==> src/hw/rtl/hfd_pkg.sv <==
// hfd_pkg: shared types and constants for the host frame deframer
// item structs, event codes and payload store geometry
// no dependencies
package hfd_pkg;

	// payload store geometry
	localparam int STORE_DEPTH = 256;
	localparam int STORE_AW    = $clog2(STORE_DEPTH);

	// framing constants
	localparam logic [7:0] SYNC_BYTE = 8'hFF;
	localparam logic [7:0] HDR_BYTE  = 8'h55;
	localparam logic [7:0] XOR_MARK  = 8'h81;

	// request and event codes
	localparam logic REQ_RX   = 1'b0;
	localparam logic REQ_READ = 1'b1;

	localparam logic [1:0] EV_CONSUMED = 2'd0;
	localparam logic [1:0] EV_ACCEPTED = 2'd1;
	localparam logic [1:0] EV_MISMATCH = 2'd2;
	localparam logic [1:0] EV_READ     = 2'd3;

	// input item
	typedef struct packed {
		logic       req_type;
		logic [7:0] rx_byte;
		logic [7:0] read_index;
	} cmd_t;

	// result item
	typedef struct packed {
		logic [1:0] event_res;
		logic [7:0] frame_length;
		logic [7:0] read_data;
	} rsp_t;

	// store write port
	typedef struct packed {
		logic                en;
		logic [STORE_AW-1:0] addr;
		logic [7:0]          data;
	} store_wr_t;

	// store read port
	typedef struct packed {
		logic                en;
		logic [STORE_AW-1:0] addr;
	} store_rd_t;

endpackage

==> src/hw/rtl/hfd_store.sv <==
// hfd_store: payload byte memory, one write and one registered read per cycle
// depends on hfd_pkg
module hfd_store (
	input  logic                clk,
	input  hfd_pkg::store_wr_t  wr,
	input  hfd_pkg::store_rd_t  rd,
	output logic [7:0]          rd_data_q
);

	logic [7:0] mem [hfd_pkg::STORE_DEPTH];

	// write port
	always_ff @(posedge clk) begin
		if (wr.en) begin
			mem[wr.addr] <= wr.data;
		end
	end

	// registered read port
	always_ff @(posedge clk) begin
		if (rd.en) begin
			rd_data_q <= mem[rd.addr];
		end
	end

endmodule

==> src/hw/rtl/host_frame_deframer.sv <==
// host_frame_deframer: frame hunt, checksum, payload store with xor fixup
// depends on hfd_pkg and hfd_store
//
//   channel | direction | handshake            | payload
//   cmd     | in        | cmd_valid, cmd_stall | hfd_pkg::cmd_t
//   rsp     | out       | rsp_valid, rsp_stall | hfd_pkg::rsp_t
//
// one item per cycle sustained unless the output stalls; the result passes through stage 1
// (state update and store access), then the output register.
// the latest payload byte sits in a holding register and goes to memory
// when the next one arrives, so each byte costs one store write.
// reset clears all control state; store contents are masked by a fill count.
// a stalled output holds; the input stalls only when both stages are full.
module host_frame_deframer (
	input  logic           clk,
	input  logic           arst_n,
	input  logic           cmd_valid,
	output logic           cmd_stall,
	input  hfd_pkg::cmd_t  cmd,
	output logic           rsp_valid,
	input  logic           rsp_stall,
	output hfd_pkg::rsp_t  rsp
);

	typedef enum logic [3:0] {
		PH_HUNT = 4'b0001,
		PH_SYNC = 4'b0010,
		PH_LEN  = 4'b0100,
		PH_BODY = 4'b1000
	} phase_t;

	typedef enum logic [2:0] {
		SEL_ZERO = 3'b001,
		SEL_PEND = 3'b010,
		SEL_MEM  = 3'b100
	} rsel_t;

	// frame state
	phase_t     phase_q;
	logic [7:0] stored_count_q;
	logic [7:0] expected_len_q;
	logic [7:0] running_sum_q;
	logic [7:0] filled_count_q;
	logic       xor_mode_q;
	logic [7:0] pending_q;

	// pipeline
	logic       valid_s1;
	logic [1:0] ev_s1;
	logic [7:0] flen_s1;
	rsel_t      rsel_s1;
	logic [7:0] pend_s1;
	logic       out_valid_q;
	hfd_pkg::rsp_t out_q;

	logic       s1_move;
	logic       cmd_fire;
	logic       rx_fire;
	logic       is_payload;
	logic [1:0] ev_d;
	logic [7:0] flen_d;
	rsel_t      rsel_d;
	logic [7:0] mem_rd_q;
	logic [7:0] s1_data;
	hfd_pkg::store_wr_t wr;
	hfd_pkg::store_rd_t rd;

	// handshake
	assign s1_move   = !out_valid_q || !rsp_stall;
	assign cmd_stall = valid_s1 && !s1_move;
	assign cmd_fire  = cmd_valid && !cmd_stall;
	assign rx_fire   = cmd_fire && (cmd.req_type == hfd_pkg::REQ_RX);

	// payload byte while the frame still expects one
	assign is_payload = (expected_len_q != 8'd0) &&
		(stored_count_q < (expected_len_q - 8'd1));

	// event for the current item
	always_comb begin
		ev_d   = hfd_pkg::EV_CONSUMED;
		flen_d = 8'd0;
		if (cmd.req_type == hfd_pkg::REQ_READ) begin
			ev_d = hfd_pkg::EV_READ;
		end else if (phase_q == PH_BODY && !is_payload) begin
			if (cmd.rx_byte == running_sum_q) begin
				ev_d   = hfd_pkg::EV_ACCEPTED;
				flen_d = stored_count_q;
			end else begin
				ev_d = hfd_pkg::EV_MISMATCH;
			end
		end
	end

	// read source: zero past the fill, holding register for the newest byte
	always_comb begin
		if (cmd.req_type != hfd_pkg::REQ_READ || cmd.read_index >= filled_count_q) begin
			rsel_d = SEL_ZERO;
		end else if (cmd.read_index == filled_count_q - 8'd1) begin
			rsel_d = SEL_PEND;
		end else begin
			rsel_d = SEL_MEM;
		end
	end

	// store ports: previous byte retires to memory, xored with the new one in xor mode
	always_comb begin
		wr.en   = rx_fire && (phase_q == PH_BODY) && is_payload &&
			(stored_count_q != 8'd0);
		wr.addr = hfd_pkg::STORE_AW'(stored_count_q - 8'd1);
		wr.data = (xor_mode_q && stored_count_q > 8'd2) ?
			(pending_q ^ cmd.rx_byte) : pending_q;
		rd.en   = cmd_fire && (cmd.req_type == hfd_pkg::REQ_READ);
		rd.addr = hfd_pkg::STORE_AW'(cmd.read_index);
	end

	hfd_store u_store (
		.clk       (clk),
		.wr        (wr),
		.rd        (rd),
		.rd_data_q (mem_rd_q)
	);

	// frame state machine
	always_ff @(posedge clk or negedge arst_n) begin
		if (!arst_n) begin
			phase_q        <= PH_HUNT;
			stored_count_q <= 8'd0;
			expected_len_q <= 8'd0;
			running_sum_q  <= 8'd0;
			filled_count_q <= 8'd0;
			xor_mode_q     <= 1'b0;
		end else if (rx_fire) begin
			unique case (phase_q)
				PH_HUNT: begin
					if (cmd.rx_byte == hfd_pkg::SYNC_BYTE) begin
						phase_q <= PH_SYNC;
					end
				end
				PH_SYNC: begin
					if (cmd.rx_byte == hfd_pkg::HDR_BYTE) begin
						phase_q        <= PH_LEN;
						filled_count_q <= 8'd0;
						xor_mode_q     <= 1'b0;
					end else begin
						phase_q <= PH_HUNT;
					end
				end
				PH_LEN: begin
					if (cmd.rx_byte != hfd_pkg::SYNC_BYTE) begin
						expected_len_q <= cmd.rx_byte;
						running_sum_q  <= cmd.rx_byte;
						stored_count_q <= 8'd0;
						phase_q        <= PH_BODY;
					end else begin
						phase_q <= PH_HUNT;
					end
				end
				PH_BODY: begin
					if (is_payload) begin
						if (stored_count_q == 8'd1) begin
							xor_mode_q <= (cmd.rx_byte == hfd_pkg::XOR_MARK);
						end
						running_sum_q  <= running_sum_q + cmd.rx_byte;
						stored_count_q <= stored_count_q + 8'd1;
						filled_count_q <= stored_count_q + 8'd1;
					end else begin
						phase_q        <= PH_HUNT;
						stored_count_q <= 8'd0;
						running_sum_q  <= 8'd0;
						expected_len_q <= 8'd0;
					end
				end
				default: begin
					phase_q <= PH_HUNT;
				end
			endcase
		end
	end

	// newest payload byte, not yet in memory
	always_ff @(posedge clk) begin
		if (rx_fire && phase_q == PH_BODY && is_payload) begin
			pending_q <= cmd.rx_byte;
		end
	end

	// stage 1 control
	always_ff @(posedge clk or negedge arst_n) begin
		if (!arst_n) begin
			valid_s1 <= 1'b0;
		end else if (cmd_fire) begin
			valid_s1 <= 1'b1;
		end else if (s1_move) begin
			valid_s1 <= 1'b0;
		end
	end

	// stage 1 payload
	always_ff @(posedge clk) begin
		if (cmd_fire) begin
			ev_s1   <= ev_d;
			flen_s1 <= flen_d;
			rsel_s1 <= rsel_d;
			pend_s1 <= pending_q;
		end
	end

	// read data select
	always_comb begin
		unique case (rsel_s1)
			SEL_PEND: s1_data = pend_s1;
			SEL_MEM:  s1_data = mem_rd_q;
			default:  s1_data = 8'd0;
		endcase
	end

	// output register
	always_ff @(posedge clk or negedge arst_n) begin
		if (!arst_n) begin
			out_valid_q <= 1'b0;
		end else if (s1_move) begin
			out_valid_q <= valid_s1;
		end
	end

	always_ff @(posedge clk) begin
		if (s1_move && valid_s1) begin
			out_q.event_res    <= ev_s1;
			out_q.frame_length <= flen_s1;
			out_q.read_data    <= s1_data;
		end
	end

	assign rsp_valid = out_valid_q;
	assign rsp       = out_q;

`ifndef SYNTHESIS
	// while taking payload, fill count tracks the byte count
	a_fill_tracks: assert property (@(posedge clk) disable iff (!arst_n)
		phase_q == PH_BODY |-> filled_count_q == stored_count_q)
		else $error("fill count out of step with stored count");

	// a frame never holds more than 253 payload bytes
	a_count_max: assert property (@(posedge clk) disable iff (!arst_n)
		stored_count_q <= 8'd253 && filled_count_q <= 8'd253)
		else $error("payload count beyond frame limit");

	// only read replies carry data
	a_data_only_read: assert property (@(posedge clk) disable iff (!arst_n)
		rsp_valid && rsp.event_res != hfd_pkg::EV_READ |-> rsp.read_data == 8'd0)
		else $error("read data on a non-read event");

	// input stalls only with stage 1 full and blocked
	a_stall_cause: assert property (@(posedge clk) disable iff (!arst_n)
		cmd_stall |-> valid_s1 && out_valid_q && rsp_stall)
		else $error("input stalled without a full pipeline");
`endif

endmodule
==> config.mk <==
export PLATFORM = sky130hd
export DESIGN_NAME = host_frame_deframer
export DESIGN_NICKNAME = d
export VERILOG_FILES = /design/src/hw/rtl/hfd_pkg.sv /design/src/hw/rtl/hfd_store.sv /design/src/hw/rtl/host_frame_deframer.sv
export SDC_FILE = /design/constraint.sdc
export NUM_CORES = 2
export LEC_CHECK = 0
export BUFFER_PORTS_ARGS = -buffer_cell sky130_fd_sc_hd__clkbuf_2
export CORE_ASPECT_RATIO = 0.6
export CORE_MARGIN = 4
export CORE_UTILIZATION = 49
export CTS_BUF_LIST = sky130_fd_sc_hd__clkbuf_8
export CTS_CLUSTER_SIZE = 14
export DETAILED_ROUTE_END_ITERATION = 10
export PLACE_DENSITY = 0.74
export REMOVE_ABC_BUFFERS = 1
export SYNTH_ARGS = -nofsm -noshare
export SYNTH_HDL_FRONTEND = slang
export SYNTH_HIERARCHICAL = 1
export SYNTH_SLANG_ARGS = --single-unit
==> constraint.sdc <==
create_clock -name clk -period 13.38 [get_ports clk]
set_clock_uncertainty 0.2 [all_clocks]
set_input_delay 1.338 -clock clk [delete_from_list [all_inputs] [get_ports clk]]
set_output_delay 1.338 -clock clk [all_outputs]
set_load 0.05 [all_outputs]
[Yosys cells after proc, flatten, opt, wreduce, memory -nomap -nowiden]
Memory sizes are Yosys's and may differ from the RTL's. A register that Yosys moved wholly into a read port is not among the register bits.
Cells that the tools add are included.
Word-level totals
  register bits after elaboration: 86
  RAM bits: 2048
  output and inout bits: 20
  memories: 1
Memory list
  u_store.mem: depth 256, width 8, rd ports 1, clocked after Yosys merged registers in 1, wr ports 1, RTL line hfd_store.sv:10  | logic [7:0] mem [hfd_pkg::STORE_DEPTH];
Operators by class
  add/subtract/negate cells: 5
  $lt $le $gt $ge: 3
  equal/unequal tests: 19
  muxes and demuxes: 29
  bitwise gates (word level): 4
  reduce and logical (&&, ||, !) cells: 29
Operators with widths (count)
  case mux 8 bit (2 select lines): 5
  2-to-1 mux 8 bit: 8
  subtractor 8 x 1 -> 8 bit (second input constant): 3
  equality test 8 bit: 2
  equality test 8 bit (second input constant): 2
  case mux 4 bit (4 select lines): 1
  nonzero test 8 bit: 2
  2-to-1 mux 4 bit: 3
  logical AND 1 bit: 11
  inequality test 2 bit (second input constant): 5
  adder 8 x 1 -> 8 bit (second input constant): 1
  adder 8 bit: 1
  equality test 8 x 1 -> 1 bit (second input constant): 1
  equality test 8 x 7 -> 1 bit (second input constant): 1
  greater-or-equal comparator 8 bit: 1
  greater-than comparator 8 x 2 -> 1 bit (second input constant): 1
  less-than comparator 8 bit: 1
  inequality test 8 bit (second input constant): 1
  AND reduction 4 bit: 2
  bitwise XOR 8 bit: 1
  2-to-1 mux 1 bit: 7
  2-to-1 mux 3 bit: 2
  AND reduction 3 bit: 2
  nonzero test 2 bit: 3
  other kinds (14): 22

[Depth between registers and ports, before layout]
  depth in word-level cells: 12
  depth in mapped cells: 17
  depth with buffers taken out: 12

[By module]
The synthesis kept the hierarchy.
Modules (own cells, without submodules)
  hfd_store: instances 1, cells an instance 3733, area each 79636.4 µm², sequential area each 61739.2 µm²
  host_frame_deframer: instances 1, cells an instance 427, area each 4675.7 µm², sequential area each 2388.5 µm²

[Worst setup path before layout]
Ideal clock, no wire load.
  kind: input to register
  start point: input cmd[15] (netlist name)
  end point: memory u_store.mem[0][7] (data pin)
  setup time: 1.648 ns
  data arrival time: 8.889 ns
  data required time: 11.532 ns
  setup slack: 2.643 ns
  stages: 3
  cell sequence: clkbuf_1 nand2_1 xnor2_1
RTL lines
  from (decl): RTL line host_frame_deframer.sv:19  | input hfd_pkg::cmd_t cmd,
  to (decl): RTL line hfd_store.sv:10

==> run_summary.xml <==
<?xml version="1.0" encoding="UTF-8"?>
<metrics>
  <group name="worst_setup_path">
    <metric name="setup.worst_path.class" unit="">reg2reg</metric>
    <metric name="path_max_fanout" unit="">27</metric>
    <metric name="crit_path_end_kind" unit="">flip-flop</metric>
    <metric name="timing.critical_path.slowest_stage_cell" unit="">nand3_1</metric>
    <metric name="cpLargestDelayFamily" unit="">simple AND/OR/NAND/NOR gates</metric>
    <metric name="number_of_buffer_and_inverter_instances_along_the_worst_setup_path" unit="">2</metric>
    <metric name="crit_path_start_kind" unit="">flip-flop</metric>
    <metric name="crit_chain" unit="">nor2_1 &gt; nand3_1 &gt; nor4_1 &gt; xnor2_1 &gt; ha_1 &gt; nand2_1 &gt; a2bb2oi_1 &gt; and3_1 &gt; nand3_1 &gt; a21oi_1 &gt; buf_4 &gt; nand4_1 &gt; buf_4 &gt; nor2_1</metric>
    <metric name="max_stage_delay" unit="ns">0.79</metric>
    <metric name="timing.critical_path.arrival" unit="ns">6.56</metric>
    <metric name="crit_required" unit="ns">13.68</metric>
  </group>
  <group name="clock_tree">
    <metric name="htreeDepth" unit="">5</metric>
    <metric name="cts_tree" unit="">done</metric>
    <metric name="clkSinkCount" unit="">2142</metric>
    <metric name="post_cts_resized" unit="">0</metric>
    <metric name="clkSlewWorstSetupHoldPaths" unit="ns">0.07</metric>
    <metric name="latest_clock_arrival_within_the_worst_skew_pair" unit="ns">0.92</metric>
    <metric name="hold_buffers" unit="">0</metric>
    <metric name="cts.root.buffer_cell" unit="">clkbuf_8</metric>
    <metric name="tritoncts.num_buffers" unit="">292</metric>
    <metric name="cts-root-to-sink-buffers" unit="">4</metric>
    <metric name="total_setup_buffers_inserted_after_cts" unit="">0</metric>
  </group>
  <group name="floorplanning">
    <metric name="design.portCount" unit="">41</metric>
    <metric name="floorplan.core_area" unit="sq um">170000</metric>
    <metric name="die-area" unit="sq um">179000</metric>
    <metric name="chipWidth" unit="um">544</metric>
    <metric name="placementRows" unit="">117</metric>
    <metric name="die_height" unit="um">329</metric>
    <metric name="start_util" unit="%">49.5</metric>
  </group>
  <group name="global_route">
    <metric name="grt.busiest_layer" unit="">met1</metric>
    <metric name="grt_first_pass_wirelength" unit="um">311000</metric>
    <metric name="maximum_number_of_pins_on_one_net_before_global_route_repair" unit="">173</metric>
    <metric name="overflow" unit="">0</metric>
    <metric name="grt_use_met2" unit="%">30.0</metric>
    <metric name="vias_in_the_first_global_route" unit="">42786</metric>
    <metric name="met3_usage" unit="%">11.5</metric>
    <metric name="grt.total_usage" unit="%">23.9</metric>
    <metric name="number_of_antenna_violations_at_the_first_check_in_global_routing" unit="">3</metric>
    <metric name="met1_usage_grt" unit="%">37.5</metric>
  </group>
  <group name="layout">
    <metric name="multi_input_area" unit="sq um">18700</metric>
    <metric name="nFillCells" unit="">12677</metric>
    <metric name="layout.nets" unit="">4386</metric>
    <metric name="area_growth" unit="%">8.95</metric>
    <metric name="finish.cell_count_without_fillers" unit="">6816</metric>
    <metric name="design_area" unit="sq um">91900</metric>
    <metric name="layout.area.seq" unit="sq um">64100</metric>
    <metric name="layout_cell_share_with_drive_strength_beyond_1" unit="%">21.7</metric>
  </group>
  <group name="place">
    <metric name="placed_cell_area" unit="sq um">86700</metric>
    <metric name="dp_hpwl" unit="um">132000</metric>
    <metric name="placed_cells_incl_taps" unit="">6301</metric>
    <metric name="routabilityCongestion" unit="">0.933</metric>
    <metric name="port_buffers" unit="">40</metric>
  </group>
  <group name="power_and_ir_drop">
    <metric name="power_density" unit="nW/um^2">135</metric>
    <metric name="p_leak" unit="nW">28.8</metric>
    <metric name="netSwitchingPower" unit="mW">2.78</metric>
    <metric name="p_comb_share" unit="%">4.3</metric>
    <metric name="irDropWorstVdd" unit="V">0.0000989</metric>
    <metric name="p_sw_share" unit="%">22.4</metric>
    <metric name="p_seq_share" unit="%">58.7</metric>
    <metric name="power.share.clock" unit="%">37.1</metric>
    <metric name="p_int" unit="mW">9.63</metric>
    <metric name="post-layout-total-power" unit="mW">12.4</metric>
  </group>
  <group name="synth">
    <metric name="synth_cell_type_count" unit="">78</metric>
    <metric name="yosysWarnings" unit="">6</metric>
    <metric name="dominantRegCellSynth" unit="">edfxtp_1</metric>
    <metric name="synth_sequential_area_ratio" unit="%">76.1</metric>
    <metric name="synthCells" unit="">4160</metric>
    <metric name="ys_seq_elements" unit="">2142</metric>
    <metric name="post_synth_arst_share" unit="%">1.82</metric>
    <metric name="area_of_the_mapped_netlist" unit="sq um">84300</metric>
    <metric name="synth-edff-count" unit="">2103</metric>
    <metric name="syn_area_per_cell" unit="sq um">20.3</metric>
  </group>
  <group name="detailed_routing">
    <metric name="routed_vias" unit="">44624</metric>
    <metric name="drt.antenna.violating_nets" unit="">0</metric>
    <metric name="dr.first_iter.drc_count" unit="">7661</metric>
    <metric name="route.detailed.wl_per_inst" unit="um">31.5</metric>
    <metric name="vias_per_cell" unit="">6.55</metric>
    <metric name="drcViolationCount" unit="">0</metric>
    <metric name="drt_pass1_iterations" unit="">6</metric>
    <metric name="overall_routed_net_length" unit="um">215000</metric>
  </group>
  <group name="sta">
    <metric name="totalNegativeSetupSlack" unit="ns">0</metric>
    <metric name="finalSetupViolations" unit="">0</metric>
    <metric name="timing.final.crit_period" unit="ns">6.26</metric>
    <metric name="final_number_of_hold_violating_endpoints" unit="">0</metric>
    <metric name="holdWs" unit="ns">0.220</metric>
    <metric name="rsz0062_at_grt" unit="">false</metric>
    <metric name="final.period_utilization" unit="%">46.8</metric>
    <metric name="report.final.slew_viol_count" unit="">4</metric>
    <metric name="max_clock_freq" unit="GHz">0.160</metric>
    <metric name="slew-limit-headroom" unit="%">-7.33</metric>
    <metric name="worst_pin_slew" unit="ns">1.60</metric>
  </group>
  <group name="run_status">
    <metric name="violated_checks" unit="">max-capacitance violations, max-slew violations</metric>
    <metric name="run_status" unit="">finished, violations left</metric>
  </group>
  <group name="run">
    <metric name="drv_cap" unit="">2</metric>
  </group>
  <group name="hold_path">
    <metric name="worstHoldPathType" unit="">reg2reg</metric>
  </group>
</metrics>
placed cells by master, fill, tap and decap left out, types with 19 or more instances in the layout:
cell type  count
nor2b_1       33
buf_4         91
clkinv_2      37
xnor2_1       19
clkbuf_2      36
a22o_1        20
nor4_1        28
o221ai_1      46
mux2i_1      134
nand3_1       57
clkbuf_8     297
a22oi_1      149
o22ai_1       28
mux4_2       454
a21oi_1      105
o21ai_0       35
inv_1        105
ha_1          29
edfxtp_1    2103
dfrtp_1       38
clkinv_1      74
nor3_1        31
nand2_1       53
nor2_1       304
power groups by stage:
stage / combinational [mW] / clock [mW] / sequential (mW)
global route: 0.552 / 4.99 / 7.27
detailed placement: 0.516 / 0 / 7.42
finish: 0.531 / 4.60 / 7.27
CTS: 0.518 / 4.65 / 7.27
floorplan: 0.252 / 0 / 7.43
global placement: 0.512 / 0 / 7.42
flip-flops by register name (all words and copies together) (netlist names), 4 cells and up:
register	count
u_store/mem	2048
rsp	18
expected_len_q	8
filled_count_q	8
flen_s1	8
pend_s1	8
pending_q	8
running_sum_q	8
stored_count_q	8
u_store/rd_data_q	8
phase_q	4
final timing paths:
check	from	to	slack, ns	cells after the start
max	expected_len_q[2]$_DFFE_PN0P_	u_store/mem[179][5]$_DFFE_PP_	7.12	14
min	flen_s1[6]$_SDFFCE_PP0P_	rsp[14]$_DFFE_PP_	0.22	0
max reg2reg	expected_len_q[2]$_DFFE_PN0P_	u_store/mem[179][5]$_DFFE_PP_	7.12	14
min reg2reg	flen_s1[6]$_SDFFCE_PP0P_	rsp[14]$_DFFE_PP_	0.22	0
max in group asynchronous	arst_n	filled_count_q[4]$_DFFE_PN0P_	11.86	1
min in group asynchronous	arst_n	expected_len_q[5]$_DFFE_PN0P_	0.41	1
through the flow:
| stage | util, % | setup WS [ns] |
|---|---|---|
| 2_1_floorplan | - | 2.90 |
| 3_3_place_gp | 50.9 | 6.71 |
| 3_5_place_dp | 50.9 | 6.85 |
| 4_1_cts | 53.9 | 7.28 |
| 5_1_grt | 53.9 | 6.73 |
| 6_report | 54.0 | 7.12 |
cell usage after synthesis (all sizes together), types with 5 or more instances:
| library cell | number | share of area, % |
|---|---|---|
| a2111oi | 6 | 0.080 |
| a211oi | 16 | 0.14 |
| a21o | 7 | 0.062 |
| a21oi | 105 | 0.62 |
| a221oi | 14 | 0.15 |
| a22o | 20 | 0.21 |
| a22oi | 149 | 1.3 |
| and2 | 17 | 0.13 |
| and3 | 8 | 0.059 |
| buf | 125 | 1.2 |
| clkbuf | 127 | 0.57 |
| dfrtp | 38 | 1.1 |
| edfxtp | 2103 | 75 |
| ha | 29 | 0.43 |
| inv | 25 | 0.11 |
| mux2i | 134 | 1.6 |
| mux4 | 456 | 12 |
| nand2 | 54 | 0.24 |
| nand2b | 13 | 0.096 |
| nand3 | 57 | 0.34 |
| nand4 | 11 | 0.082 |
| nor2 | 307 | 1.4 |
| nor2b | 36 | 0.27 |
| nor3 | 32 | 0.20 |
| nor4 | 33 | 0.27 |
| o211ai | 11 | 0.098 |
| o21ai | 38 | 0.23 |
| o221ai | 47 | 0.50 |
| o22a | 5 | 0.052 |
| o22ai | 28 | 0.21 |
| o32ai | 5 | 0.061 |
| or2 | 6 | 0.045 |
| xnor2 | 27 | 0.28 |
| xor2 | 17 | 0.18 |
layer usage:
| layer | wire (um) | vias up |
|---|---|---|
| met5 | 20 | - |
| met4 | 4050 | 2 |
| met3 | 39800 | 350 |
| met2 | 85000 | 3587 |
| met1 | 86100 | 23068 |
| li1 | - | 17617 |
worst register-to-register path, cell delays in order (launching register included):
cell and delay (ns):
dfrtp_1 0.43, nor2_1 0.23, nand3_1 0.14, nor4_1 0.25, xnor2_1 0.17, ha_1 0.29
nand2_1 0.08, a2bb2oi_1 0.21, and3_1 0.28, nand3_1 0.79, a21oi_1 0.46, buf_4 0.29
nand4_1 0.78, buf_4 0.61, nor2_1 0.65
logic make-up after synthesis:
logic type,synth area share (%)
AO/OA/AOI/OAI,3.98
XOR/XNOR,0.457
adder cells (fa/ha/maj),0.454
buffers and inverters,1.92
flip-flops,76.1
multiplexers,13.8
AND/OR/NAND/NOR,3.32
final cells by class:
class	count	share of cell area (%)
Antenna cell	2	0.00545
Clock buffer	297	4.45
Clock inverter	215	1.16
Inverter	26	0.106
Multi-Input combinational cell	1740	20.3
Sequential cell	2142	69.8
Tap cell	2261	3.08
Timing Repair Buffer	133	1.04
No activity file was read; power rests on OpenSTA's default activity.
